File: config.mk
export PLATFORM = sky130hd
export DESIGN_NAME = arabic_text_skim_filter
export DESIGN_NICKNAME = d
export VERILOG_FILES = /design/src/design/atsf_pkg.sv /design/src/design/atsf_classify.sv /design/src/design/atsf_core.sv /design/src/design/atsf_out.sv /design/src/design/arabic_text_skim_filter.sv
export SDC_FILE = /design/constraint.sdc
export NUM_CORES = 1
export LEC_CHECK = 0
export BUFFER_PORTS_ARGS = -buffer_cell sky130_fd_sc_hd__buf_2
export CORE_AREA = 2 2 186 188
export DETAILED_ROUTE_END_ITERATION = 10
export DIE_AREA = 0 0 188 190
export PLACE_DENSITY_LB_ADDON = 0.05
export SLEW_MARGIN = 20
export SYNTH_ARGS = -nofsm -noshare
export SYNTH_HDL_FRONTEND = slang
export SYNTH_SLANG_ARGS = --single-unit
File: constraint.sdc
create_clock -name clk_i -period 8.2 [get_ports clk_i]
set_input_delay 1.64 -clock clk_i [delete_from_list [all_inputs] [get_ports clk_i]]
set_output_delay 1.64 -clock clk_i [all_outputs]
set_load 0.03 [all_outputs]
File: src/design/atsf_pkg.sv
package atsf_pkg;

  localparam int unsigned CountWidth = 32;
  localparam int unsigned CodeWidth  = 32;
  localparam int unsigned NumSlots   = 3;

  localparam logic [CodeWidth-1:0] SpaceCode   = 32'h0000_0020;
  localparam logic [CodeWidth-1:0] NewlineCode = 32'h0000_000A;
  localparam logic [CodeWidth-1:0] AlefCode    = 32'h0000_D8A7;
  localparam logic [CodeWidth-1:0] HamzaCode   = 32'h0000_D8A1;
  localparam logic [CodeWidth-1:0] NoonCode    = 32'h0000_D986;
  localparam logic [CodeWidth-1:0] YehCode     = 32'h0000_D98A;
  localparam logic [CodeWidth-1:0] QafCode     = 32'h0000_D982;
  localparam logic [CodeWidth-1:0] BehCode     = 32'h0000_D8A8;
  localparam logic [CodeWidth-1:0] HehCode     = 32'h0000_D987;

  typedef enum logic [1:0] {
    KIND_EMIT,
    KIND_SPACE,
    KIND_NEWLINE,
    KIND_DROP
  } kind_e;

  typedef struct packed {
    kind_e                kind;
    logic [CodeWidth-1:0] code;
  } class_t;

  typedef struct packed {
    logic [CodeWidth-1:0] code;
    logic                 term;
    logic [31:0]          count;
  } res_t;

  typedef struct packed {
    res_t [NumSlots-1:0] slot;
    logic [1:0]          cnt;
  } batch_t;

endpackage

File: src/design/atsf_classify.sv
module atsf_classify (
  input  logic [atsf_pkg::CodeWidth-1:0] code_i,
  output atsf_pkg::class_t               class_o
);
  import atsf_pkg::*;

  logic [CodeWidth-1:0] c;
  logic is_alef, is_noon, is_yeh, is_heh, is_haraka;

  assign c = code_i;

  assign is_alef = (c == 32'hD8A7) || (c == 32'hD8A2) || (c == 32'hD8A3) ||
                   (c == 32'hD8A5) || (c == 32'hD9B1) || (c == 32'hD9B2) ||
                   (c == 32'hD9B3);
  assign is_noon = (c >= 32'hDAB9) && (c <= 32'hDABD);
  assign is_yeh  = (c == 32'hD98A) || (c == 32'hD8A0) ||
                   ((c >= 32'hD8BD) && (c <= 32'hD8BF)) ||
                   ((c >= 32'hDB8C) && (c <= 32'hDB8E)) ||
                   (c == 32'hDB90) || (c == 32'hDB91);
  assign is_heh  = (c == 32'hDABE) || ((c >= 32'hDB80) && (c <= 32'hDB82)) ||
                   (c == 32'hD8A9);
  assign is_haraka = ((c >= 32'hD890) && (c <= 32'hD89A)) ||
                     ((c >= 32'hD98B) && (c <= 32'hD99F));

  // priority follows the folding order
  always_comb begin
    class_o.kind = KIND_EMIT;
    class_o.code = c;
    if (is_alef) begin
      class_o.code = AlefCode;
    end else if (c == 32'hD8A4) begin
      class_o.code = HamzaCode;
    end else if (is_noon) begin
      class_o.code = NoonCode;
    end else if (is_yeh) begin
      class_o.code = YehCode;
    end else if (c == 32'hD9AF) begin
      class_o.code = QafCode;
    end else if (c == 32'hD9AE) begin
      class_o.code = BehCode;
    end else if (is_heh) begin
      class_o.code = HehCode;
    end else if (c == SpaceCode) begin
      class_o.kind = KIND_SPACE;
    end else if (c == NewlineCode) begin
      class_o.kind = KIND_NEWLINE;
    end else if (is_haraka) begin
      class_o.kind = KIND_DROP;
    end
  end

endmodule

File: src/design/atsf_core.sv
module atsf_core (
  input  logic                           clk_i,
  input  logic                           rst_ni,
  input  logic                           in_valid_i,
  output logic                           in_ready_o,
  input  logic [atsf_pkg::CodeWidth-1:0] in_code_i,
  input  logic                           in_eot_i,
  input  logic                           free_i,
  output logic                           load_o,
  output atsf_pkg::batch_t               batch_o
);
  import atsf_pkg::*;

  logic                  valid_q;
  logic [CodeWidth-1:0]  code_q;
  logic                  eot_q;
  logic                  pending_q, pending_d;
  logic                  emitted_q, emitted_d;
  logic                  newline_q, newline_d;
  logic [CountWidth-1:0] total_q, total_d;
  class_t                cls;
  logic [63:0]           total_wide;

  function automatic logic [CountWidth-1:0] sat_inc(input logic [CountWidth-1:0] v);
    sat_inc = (v == '1) ? v : v + CountWidth'(1);
  endfunction

  atsf_classify u_classify (
    .code_i  (code_q),
    .class_o (cls)
  );

  assign in_ready_o = !valid_q || free_i;
  assign load_o     = valid_q && free_i;

  always_ff @(posedge clk_i or negedge rst_ni) begin
    if (!rst_ni) begin
      valid_q <= 1'b0;
    end else if (in_ready_o) begin
      valid_q <= in_valid_i;
    end
  end

  always_ff @(posedge clk_i) begin
    if (in_ready_o && in_valid_i) begin
      code_q <= in_code_i;
      eot_q  <= in_eot_i;
    end
  end

  always_comb begin
    logic [1:0] n;
    n          = 2'd0;
    batch_o    = '0;
    pending_d  = pending_q;
    emitted_d  = emitted_q;
    newline_d  = newline_q;
    total_d    = total_q;
    total_wide = '0;
    case (cls.kind)
      KIND_EMIT: begin
        if (pending_d) begin
          batch_o.slot[n] = '{code: SpaceCode, term: 1'b0, count: 32'd0};
          n = n + 2'd1;
          total_d = sat_inc(total_d);
          pending_d = 1'b0;
        end
        batch_o.slot[n] = '{code: cls.code, term: 1'b0, count: 32'd0};
        n = n + 2'd1;
        total_d = sat_inc(total_d);
        emitted_d = 1'b1;
        newline_d = (cls.code == NewlineCode);
      end
      KIND_NEWLINE: begin
        // a held space before a newline is thrown away
        pending_d = 1'b0;
        batch_o.slot[n] = '{code: NewlineCode, term: 1'b0, count: 32'd0};
        n = n + 2'd1;
        total_d = sat_inc(total_d);
        emitted_d = 1'b1;
        newline_d = 1'b1;
      end
      KIND_SPACE: begin
        if (emitted_d && !pending_d && !newline_d) begin
          pending_d = 1'b1;
        end
      end
      default: begin
      end
    endcase
    if (eot_q) begin
      if (pending_d) begin
        batch_o.slot[n] = '{code: SpaceCode, term: 1'b0, count: 32'd0};
        n = n + 2'd1;
        total_d = sat_inc(total_d);
      end
      total_wide = 64'(total_d);
      batch_o.slot[n] = '{code: '0, term: 1'b1,
                          count: (total_wide > 64'h0000_0000_FFFF_FFFF) ?
                                 32'hFFFF_FFFF : total_wide[31:0]};
      n = n + 2'd1;
      pending_d = 1'b0;
      emitted_d = 1'b0;
      newline_d = 1'b0;
      total_d   = '0;
    end
    batch_o.cnt = n;
  end

  always_ff @(posedge clk_i or negedge rst_ni) begin
    if (!rst_ni) begin
      pending_q <= 1'b0;
      emitted_q <= 1'b0;
      newline_q <= 1'b0;
      total_q   <= '0;
    end else if (load_o) begin
      pending_q <= pending_d;
      emitted_q <= emitted_d;
      newline_q <= newline_d;
      total_q   <= total_d;
    end
  end

endmodule

File: src/design/atsf_out.sv
module atsf_out (
  input  logic             clk_i,
  input  logic             rst_ni,
  input  logic             load_i,
  input  atsf_pkg::batch_t batch_i,
  output logic             free_o,
  output logic             m_axis_tvalid,
  input  logic             m_axis_tready,
  output logic [63:0]      m_axis_tdata,  // result_code, kept_count
  output logic             m_axis_tlast   // is_terminator
);
  import atsf_pkg::*;

  res_t [NumSlots-1:0] slot_q;
  logic [1:0]          rem_q, rem_d;
  logic [1:0]          idx_q, idx_d;
  res_t                cur;
  logic                pop;

  assign cur           = slot_q[idx_q];
  assign m_axis_tvalid = (rem_q != 2'd0);
  assign m_axis_tdata  = {cur.count, cur.code};
  assign m_axis_tlast  = cur.term;
  assign pop           = m_axis_tvalid && m_axis_tready;
  assign free_o        = (rem_q == 2'd0) || ((rem_q == 2'd1) && m_axis_tready);

  always_comb begin
    rem_d = rem_q;
    idx_d = idx_q;
    if (load_i) begin
      rem_d = batch_i.cnt;
      idx_d = 2'd0;
    end else if (pop) begin
      rem_d = rem_q - 2'd1;
      // keep the index inside the slots once the batch drains
      idx_d = (rem_q == 2'd1) ? 2'd0 : idx_q + 2'd1;
    end
  end

  always_ff @(posedge clk_i or negedge rst_ni) begin
    if (!rst_ni) begin
      rem_q <= 2'd0;
      idx_q <= 2'd0;
    end else begin
      rem_q <= rem_d;
      idx_q <= idx_d;
    end
  end

  always_ff @(posedge clk_i) begin
    if (load_i) begin
      slot_q <= batch_i.slot;
    end
  end

  a_slot_range: assert property (@(posedge clk_i) disable iff (!rst_ni)
    ({1'b0, idx_q} + {1'b0, rem_q}) <= 3'd3)
    else $error("result index runs past the batch");

  a_term_last: assert property (@(posedge clk_i) disable iff (!rst_ni)
    m_axis_tvalid && m_axis_tlast |-> rem_q == 2'd1)
    else $error("terminator is not the last result of its batch");

  a_count_zero: assert property (@(posedge clk_i) disable iff (!rst_ni)
    m_axis_tvalid && !m_axis_tlast |-> cur.count == 32'd0)
    else $error("character result carries a count");

  a_load_free: assert property (@(posedge clk_i) disable iff (!rst_ni)
    load_i |-> free_o)
    else $error("batch loaded over undelivered results");

endmodule

File: src/design/arabic_text_skim_filter.sv
// an accepted item is held in the input stage register, then its results are
// loaded into the result buffer; throughput: one item per cycle while each
// item gives at most one result and m_axis_tready is high; the single result
// port limits that rate, and an item gives up to three results, one at a time
// reset: asynchronous, clears the input stage, the result buffer and the
// spacing and count state, so the first item starts a new string
module arabic_text_skim_filter (
  input  logic        clk_i,
  input  logic        rst_ni,
  input  logic        s_axis_tvalid,
  output logic        s_axis_tready,
  input  logic [31:0] s_axis_tdata,   // char_code
  input  logic        s_axis_tlast,   // end_of_text
  output logic        m_axis_tvalid,
  input  logic        m_axis_tready,
  output logic [63:0] m_axis_tdata,   // result_code, kept_count
  output logic        m_axis_tlast    // is_terminator
);
  import atsf_pkg::*;

  logic   free;
  logic   load;
  batch_t batch;

  atsf_core u_core (
    .clk_i      (clk_i),
    .rst_ni     (rst_ni),
    .in_valid_i (s_axis_tvalid),
    .in_ready_o (s_axis_tready),
    .in_code_i  (s_axis_tdata),
    .in_eot_i   (s_axis_tlast),
    .free_i     (free),
    .load_o     (load),
    .batch_o    (batch)
  );

  atsf_out u_out (
    .clk_i         (clk_i),
    .rst_ni        (rst_ni),
    .load_i        (load),
    .batch_i       (batch),
    .free_o        (free),
    .m_axis_tvalid (m_axis_tvalid),
    .m_axis_tready (m_axis_tready),
    .m_axis_tdata  (m_axis_tdata),
    .m_axis_tlast  (m_axis_tlast)
  );

endmodule
==> run_results.csv, run 1 <==
group,metric,value,unit
clock_network,htreeDepth,1,
clock_network,cts_buffers,27,
floorplan,die_y,190,um
power_and_ir_drop,comb_power_share,0.351,
synth,synth_area,0.01493,mm2
final_layout,area_growth,11.62,%
floorplan,die_area,0.03572,mm2
drt,wl_per_cell,21.77,um
critical_path,startpoint_type,"flop",
final_layout,design_area,0.01666,mm2
synth,synth_cells,1594,
timing,tns,0,ps
critical_path,cp_max_fo,24,
drt,postRouteAntennaNets,0,
synth,synth_warnings,0,
drt,viasPerCell,6.021,
synth,synth_seq_cells,237,
timing,finalMaxSlewViolations,0,
critical_path,cp.required,8480,ps
global_route,grt_util_all_layers,0.2562,
global_route,grt_pass1_wl,71620,um
clock_network,cts_tree,"yes",
power_and_ir_drop,power_per_cell_area,291.5,mW/mm2
drt,firstDrtPassIters,7,
synth,synth_fp_nets,1639,
synth,ys_async_sr_fraction,0.1688,
outcome,status,"finished, final reports clean",
place,placed_area,0.01582,mm2
synth,synth_edf_count,197,
clock_network,cts_sinks,237,
synth,syn-mean-instance-area,9.365,um2
place,place_hpwl,31950,um
clock_network,hold_buffers,0,
critical_path,end_kind,"flop",
final_layout,drive_gt1_frac,0.1380,
drt,drt_iter0_markers,1187,
critical_path,worst-setup-path-type,"flop to flop",
critical_path,cp_data_arrival_time,7190,ps
timing,holdWs,532.7,ps
power_and_ir_drop,clock_power_share,0.237,
timing,period_needed,6912,ps
clock_network,insertion_delay,550,ps
synth,ys_seq_area_frac,0.4633,
floorplan,top_level_ports,104,
timing,tightest_slew,1105,ps
synth,postSynth.topFlopCell,"edfxtp_1",
synth,synth_cell_type_count,89,
timing,setup_viol,0,
power_and_ir_drop,ir_worst_vdd,0.2469,mV
timing,max_slew_margin,0.2446,
min_path,hold_path.class,"flop to flop",
place,portBuffers,103,
power_and_ir_drop,power.internal,0.002947,W
final_layout,layout.nets,1692,
power_and_ir_drop,p_sw_frac,0.3934,
synth,synth_top_area_cell,"edfxtp_1",
final_layout,antennaDiodeCount,0,
drt,remaining_drc_errors,0,
clock_network,cts.path.max_buffers,3,
timing,rsz0062_at_grt,"no",
floorplan,start_util,0.4397,
clock_network,clk_pin_slew_worst_paths,60,ps
run,maxCapViolations,0,
global_route,antenna_found_initial,0,
global_route,grt_pass1_vias,11910,
drt,num_vias,12780,
drt,wirelength,46200,um
global_route,grt_max_degree,92,
floorplan,die_w,188,um
place,gp_congestion,0.9574,
timing,hold_violations,0,
power_and_ir_drop,p_switching,0.001911,W
synth,ys_top_cells_by_area,"edfxtp_1, dfrtp_1, nor2_1, mux2i_1, nand2_1",
power_and_ir_drop,p_leak,5.852,nW
power_and_ir_drop,power_frac_seq,0.412,
timing,fmax,0.1447,GHz
global_route,gr-total-overflow,0,
clock_network,root_buffer,"clkbuf_16",
floorplan,row_count,68,
timing,fin_crit_sh,0.8429,
floorplan,core_area,0.03395,mm2
clock_network,cts.repair.resized,0,
timing,fin_skew,17.40,ps
clock_network,post-cts-setup-buffers,0,
synth,yosysTopAreaCellShare,0.3963,
-- metal layers --
| layer | track usage | up-vias | wire length [um] |
|---|---|---|---|
| met2 | 0.3838 | 538 | 19990 |
| met5 | 0 | - | 0 |
| met3 | 0.04261 | 68 | 3749 |
| met1 | 0.3860 | 6137 | 21520 |
| li1 | - | 6034 | - |
| met4 | 0.06057 | 0 | 937 |
-- power by group through the flow --
stage	Clock, W	Combinational, W	Sequential [W]
CTS	0.00118	0.00172	0.00201
finish	0.00115	0.00171	0.00200
global placement	0	0.00171	0.00202
global route	0.00122	0.00184	0.00205
floorplan	0	0.00126	0.00201
detailed placement	0	0.00172	0.00203
-- through the flow --
| step | util | total power (W) | std cells | setup slack, ps |
|---|---|---|---|---|
| 2_1_floorplan | - | 0.003270 | 1594 | 812.5 |
| 3_3_place_gp | 0.4659 | 0.003729 | 2073 | 1515 |
| 3_5_place_dp | 0.4661 | 0.003750 | 2073 | 1484 |
| 4_1_cts | 0.4907 | 0.004909 | 2122 | 1454 |
| 5_1_grt | 0.4908 | 0.005110 | 2122 | 883.5 |
| 6_report | 0.4908 | 0.004858 | 2122 | 1288 |
-- cell usage after synthesis, types with 5 or more instances --
| cell | number |
|---|---|
| a2111oi_0 | 10 |
| a211o_1 | 6 |
| a211oi_1 | 11 |
| a21o_1 | 6 |
| a21oi_1 | 81 |
| a22o_1 | 12 |
| a311oi_1 | 14 |
| a31o_2 | 6 |
| a31oi_1 | 17 |
| and2_1 | 68 |
| and3_1 | 22 |
| and4_1 | 11 |
| buf_1 | 7 |
| buf_2 | 19 |
| buf_4 | 12 |
| clkbuf_1 | 79 |
| dfrtp_1 | 40 |
| edfxtp_1 | 197 |
| ha_1 | 8 |
| inv_1 | 30 |
| mux2i_1 | 74 |
| nand2_1 | 153 |
| nand2b_1 | 8 |
| nand3_1 | 68 |
| nand4_1 | 37 |
| nor2_1 | 198 |
| nor2b_1 | 15 |
| nor3_1 | 53 |
| nor4_1 | 23 |
| o211ai_1 | 8 |
| o21ai_0 | 109 |
| o22ai_1 | 6 |
| o31a_1 | 5 |
| o31ai_1 | 11 |
| or3_1 | 11 |
| or4_1 | 6 |
| xnor2_1 | 29 |
| xor2_1 | 19 |
-- area by class of cell --
| class | instances | area, um2 |
|---|---|---|
| Sequential cell | 237 | 6922 |
| Clock buffer | 44 | 779.5 |
| Multi-Input combinational cell | 1209 | 7410 |
| Inverter | 31 | 121.4 |
| Fill cell | 3257 | 17290 |
| Timing Repair Buffer | 141 | 804.5 |
| Tap cell | 455 | 569.3 |
| Clock inverter | 5 | 56.30 |
-- path summary, 6_finish.rpt --
| kind | end | startpoint | slack [ps] | cells after the start |
|---|---|---|---|---|
| setup / recovery | u_out.slot_q[131] | u_core.total_q[0] | 1290 | 19 |
| max in group asynchronous | u_out.idx_q[1] | rst_ni | 6510 | 2 |
| hold reg to reg | u_out.idx_q[1] | u_core.valid_q | 530 | 1 |
| hold / removal | u_out.idx_q[1] | u_core.valid_q | 530 | 1 |
| min in group asynchronous | u_core.total_q[4] | rst_ni | 1190 | 2 |
| setup reg to reg | u_out.slot_q[131] | u_core.total_q[0] | 1290 | 19 |
-- worst max-delay path, stage by stage (launching register included) --
cell and delay, ps:
dfrtp_1 540, ha_1 390, nand4_1 250, or4_4 520, o31ai_4 300, xnor2_1 200, ha_1 330, nand3_1 100
o211ai_1 240, and3_1 360, and2_1 400, nand4_1 270, mux2i_1 190, nor3_1 790, nor4b_2 530, and4_1 250
buf_4 270, a31oi_1 180, mux2i_1 410, nor2_1 100
-- logic make-up (layout without fill, tap and decap cells) --
group / Yosys count / after routing / share of synthesized area
XOR/XNOR: 49 / 49 / 0.02925
buffers and inverters: 148 / 221 / 0.04182
flip-flops: 237 / 237 / 0.4633
multiplexers: 76 / 76 / 0.05113
adder cells (fa/ha/maj): 9 / 9 / 0.007376
AO/OA/AOI/OAI: 357 / 357 / 0.1587
AND/OR/NAND/NOR: 717 / 717 / 0.2481
other: 1 / 1 / 0.0002512
-- flip-flops by register name, indices dropped and copies added (netlist names) --
| register | cells |
|---|---|
| u_core.code_q | 32 |
| u_core.emitted_q | 1 |
| u_core.eot_q | 1 |
| u_core.newline_q | 1 |
| u_core.pending_q | 1 |
| u_core.total_q | 32 |
| u_core.valid_q | 1 |
| u_out.idx_q | 2 |
| u_out.rem_q | 2 |
| u_out.slot_q | 164 |
-- cells in the final DEF (no fill, tap or decap), types with 17 or more instances in the layout --
cell | Yosys | layout
nor4_1 | 23 | 22
and3_1 | 22 | 22
and2_1 | 68 | 68
a21oi_1 | 81 | 81
clkbuf_16 | 0 | 27
nand4_1 | 37 | 37
xor2_1 | 19 | 19
nand3_1 | 68 | 68
nor2_1 | 198 | 196
buf_2 | 19 | 103
nor3_1 | 53 | 53
dfrtp_1 | 40 | 38
o21ai_0 | 109 | 109
inv_1 | 30 | 29
buf_4 | 12 | 37
nand2_1 | 153 | 152
xnor2_1 | 29 | 29
mux2i_1 | 74 | 74
edfxtp_1 | 197 | 197
a31oi_1 | 17 | 17
No activity file was read; power rests on OpenSTA's default activity.
==> run 2, diff against run 1 <==
==> constraint.sdc (replaced) <==
create_clock -name clk_i -period 6.26 [get_ports clk_i]
set_input_delay 1.252 -clock clk_i [delete_from_list [all_inputs] [get_ports clk_i]]
set_output_delay 1.252 -clock clk_i [all_outputs]
set_load 0.03 [all_outputs]
==> run_results.csv, run 2 (same netlist as run 1, synthesis figures left out) <==
group,metric,value,unit
critical_path,worst-setup-path-type,"flop to flop",
critical_path,rr_startpoint,"u_core.total_q[2]",
global_route,grt_pass1_vias,12530,
timing,fmax,0.1674,GHz
timing,finalMaxSlewViolations,0,
clock_network,root_buffer,"clkbuf_16",
place,place_hpwl,34370,um
critical_path,cpMaxStageDelayCell,"a2111oi_1",
global_route,gr-total-overflow,0,
floorplan,core_area,0.03395,mm2
global_route,grt.busiest_layer,"met2",
critical_path,end_kind,"flop",
timing,tns,0,ps
timing,max_slew_margin,0.2130,
final_layout,reg.largest.list,"u_out.slot_q: 164 flops, u_core.code_q: 32 flops, u_core.total_q: 32 flops",
critical_path,r2r_cells,15,
final_layout,fillers,3153,
drt,drt_iter0_markers,1187,
timing,fin_crit_sh,0.9542,
final_layout,drive_gt1_frac,0.1863,
clock_network,cts_sinks,237,
clock_network,cts_buffers,28,
drt,wirelength,48520,um
global_route,grtUsageMet2,0.4022,
global_route,grt_pass1_wl,74390,um
min_path,worstHoldEndpoint,"u_core.emitted_q",
critical_path,ff2ff_setup_slack,290,ps
run,maxCapViolations,0,
drt,postRouteAntennaNets,0,
final_layout,top_register,"u_out.slot_q",
floorplan,die_w,188,um
critical_path,startpoint_type,"flop",
clock_network,htreeDepth,1,
final_layout,final_common_cell,"edfxtp_1",
timing,period_needed,5973,ps
critical_path,crit_top_cell,"and4_1",
final_layout,stdcell_count,2217,
power_and_ir_drop,power_per_cell_area,372.2,mW/mm2
critical_path,r2r-end,"u_out.slot_q[88]",
drt,remaining_drc_errors,0,
critical_path,crit_chain,"and4_1, nand4_1, a2111oi_1, xor2_1, nand3_1, nor3_2, buf_4, and4_1, a211oi_2, o21bai_1, nor2_1, nand4_2, a2111o_1, or3_1, a21oi_1",
drt,wl_per_cell,21.88,um
final_layout,largest_reg_flops,164,
drt,num_vias,13200,
clock_network,hold_buffers,0,
critical_path,cp_data_arrival_time,6360,ps
floorplan,die_area,0.03572,mm2
power_and_ir_drop,p_leak,6.359,nW
floorplan,die_y,190,um
outcome,status,"finished, final reports clean",
final_layout,layout_common_cells,"edfxtp_1, nor2_1, nand2_1",
place,gp_congestion,0.9995,
floorplan,top_level_ports,104,
timing,fin_skew,26.49,ps
drt,viasPerCell,5.955,
clock_network,clk_pin_slew_worst_paths,60,ps
place,dp_cells,2159,
final_layout,layout.nets,1784,
min_path,hold_path.class,"flop to flop",
final_layout,area_growth,16.97,%
place,portBuffers,103,
power_and_ir_drop,p_total,0.006499,W
drt,firstDrtPassIters,5,
final_layout,final-seq-area,0.006922,mm2
timing,tightest_slew,1176,ps
global_route,gr-usage-met1,0.3962,
clock_network,insertion_delay,580,ps
global_route,antenna_found_initial,0,
global_route,grt_util_all_layers,0.2680,
timing,hold_violations,0,
final_layout,multi_input_area,0.007423,mm2
critical_path,max_stage_delay,780,ps
global_route,grt_use_met3,0.05036,
power_and_ir_drop,ir_worst_vdd,0.2549,mV
min_path,hold_depth,2,
critical_path,cp.required,6650,ps
critical_path,cp_max_fo,13,
global_route,grt_max_degree,98,
floorplan,row_count,68,
floorplan,start_util,0.4397,
timing,rsz0062_at_grt,"no",
timing,setup_viol,0,
min_path,min_from,"u_core.emitted_q",
clock_network,cts_tree,"yes",
clock_network,cts.path.max_buffers,3,
[run 2: through the flow]
stage	utilization	hold WS, ps	cell area, um2	setup slack, ps
after detailed placement	0.4855	524.2	16480	261.0
after global placement	0.4855	519.4	16480	137.2
after floorplan	-	486.1	14930	669.3
after global routing	0.5143	588.8	17460	42.62
after CTS	0.5125	551.5	17400	240.2
final	0.5144	551.3	17460	287.0
[run 2: power breakdown]
group | internal (W) | leakage (nW) | switching, W
Sequential | 0.00238 | 2.45 | 0.000275
Combinational | 0.000616 | 3.46 | 0.00161
Clock | 0.000948 | 0.450 | 0.000668
[run 2: worst max-delay path by stage]
stage | start | slack [ps] | end | cells past startpoint
final | u_core.total_q[2] | 290 | u_out.slot_q[88] | 15
after global routing | u_core.total_q[1] | 40 | u_out.slot_q[31] | 20
after CTS | u_core.total_q[1] | 240 | u_out.slot_q[12] | 20
after detailed placement | u_core.total_q[1] | 260 | u_out.slot_q[12] | 20
after global placement | u_core.total_q[2] | 140 | u_out.slot_q[142] | 17
after floorplan | u_core.total_q[1] | 670 | u_out.slot_q[156] | 23
[run 2: what timing repair did]
action,CTS,global route
endpoints found under the setup margin,0,93
buffers inserted,0,5
resized for setup,0,10
[run 2: final cells by class]
cell class	instances	share of cell area
clock inverters	19	0.01118
flip-flops and latches	237	0.3964
repair buffers	232	0.08641
multi-input cells	1209	0.4251
well taps	455	0.03260
diodes	1	0.0001433
inverters	31	0.006950
clock buffers	33	0.04120
[run 2: metal layers]
metal / vias up / wire length, um / share of wire
li1: 6228 / - / -
met1: 6372 / 22450 / 0.46
met2: 529 / 20910 / 0.43
met3: 74 / 3987 / 0.082
met4: 0 / 1163 / 0.024
met5: - / 0 / 0
[run 2: critical path: cells and delay by family (launching register included)]
family / cells / cell delay [ps]
compound gates: 5 / 1890
xor+xnor: 1 / 430
buf+inv: 1 / 210
flops: 1 / 610
simple gates: 8 / 2630
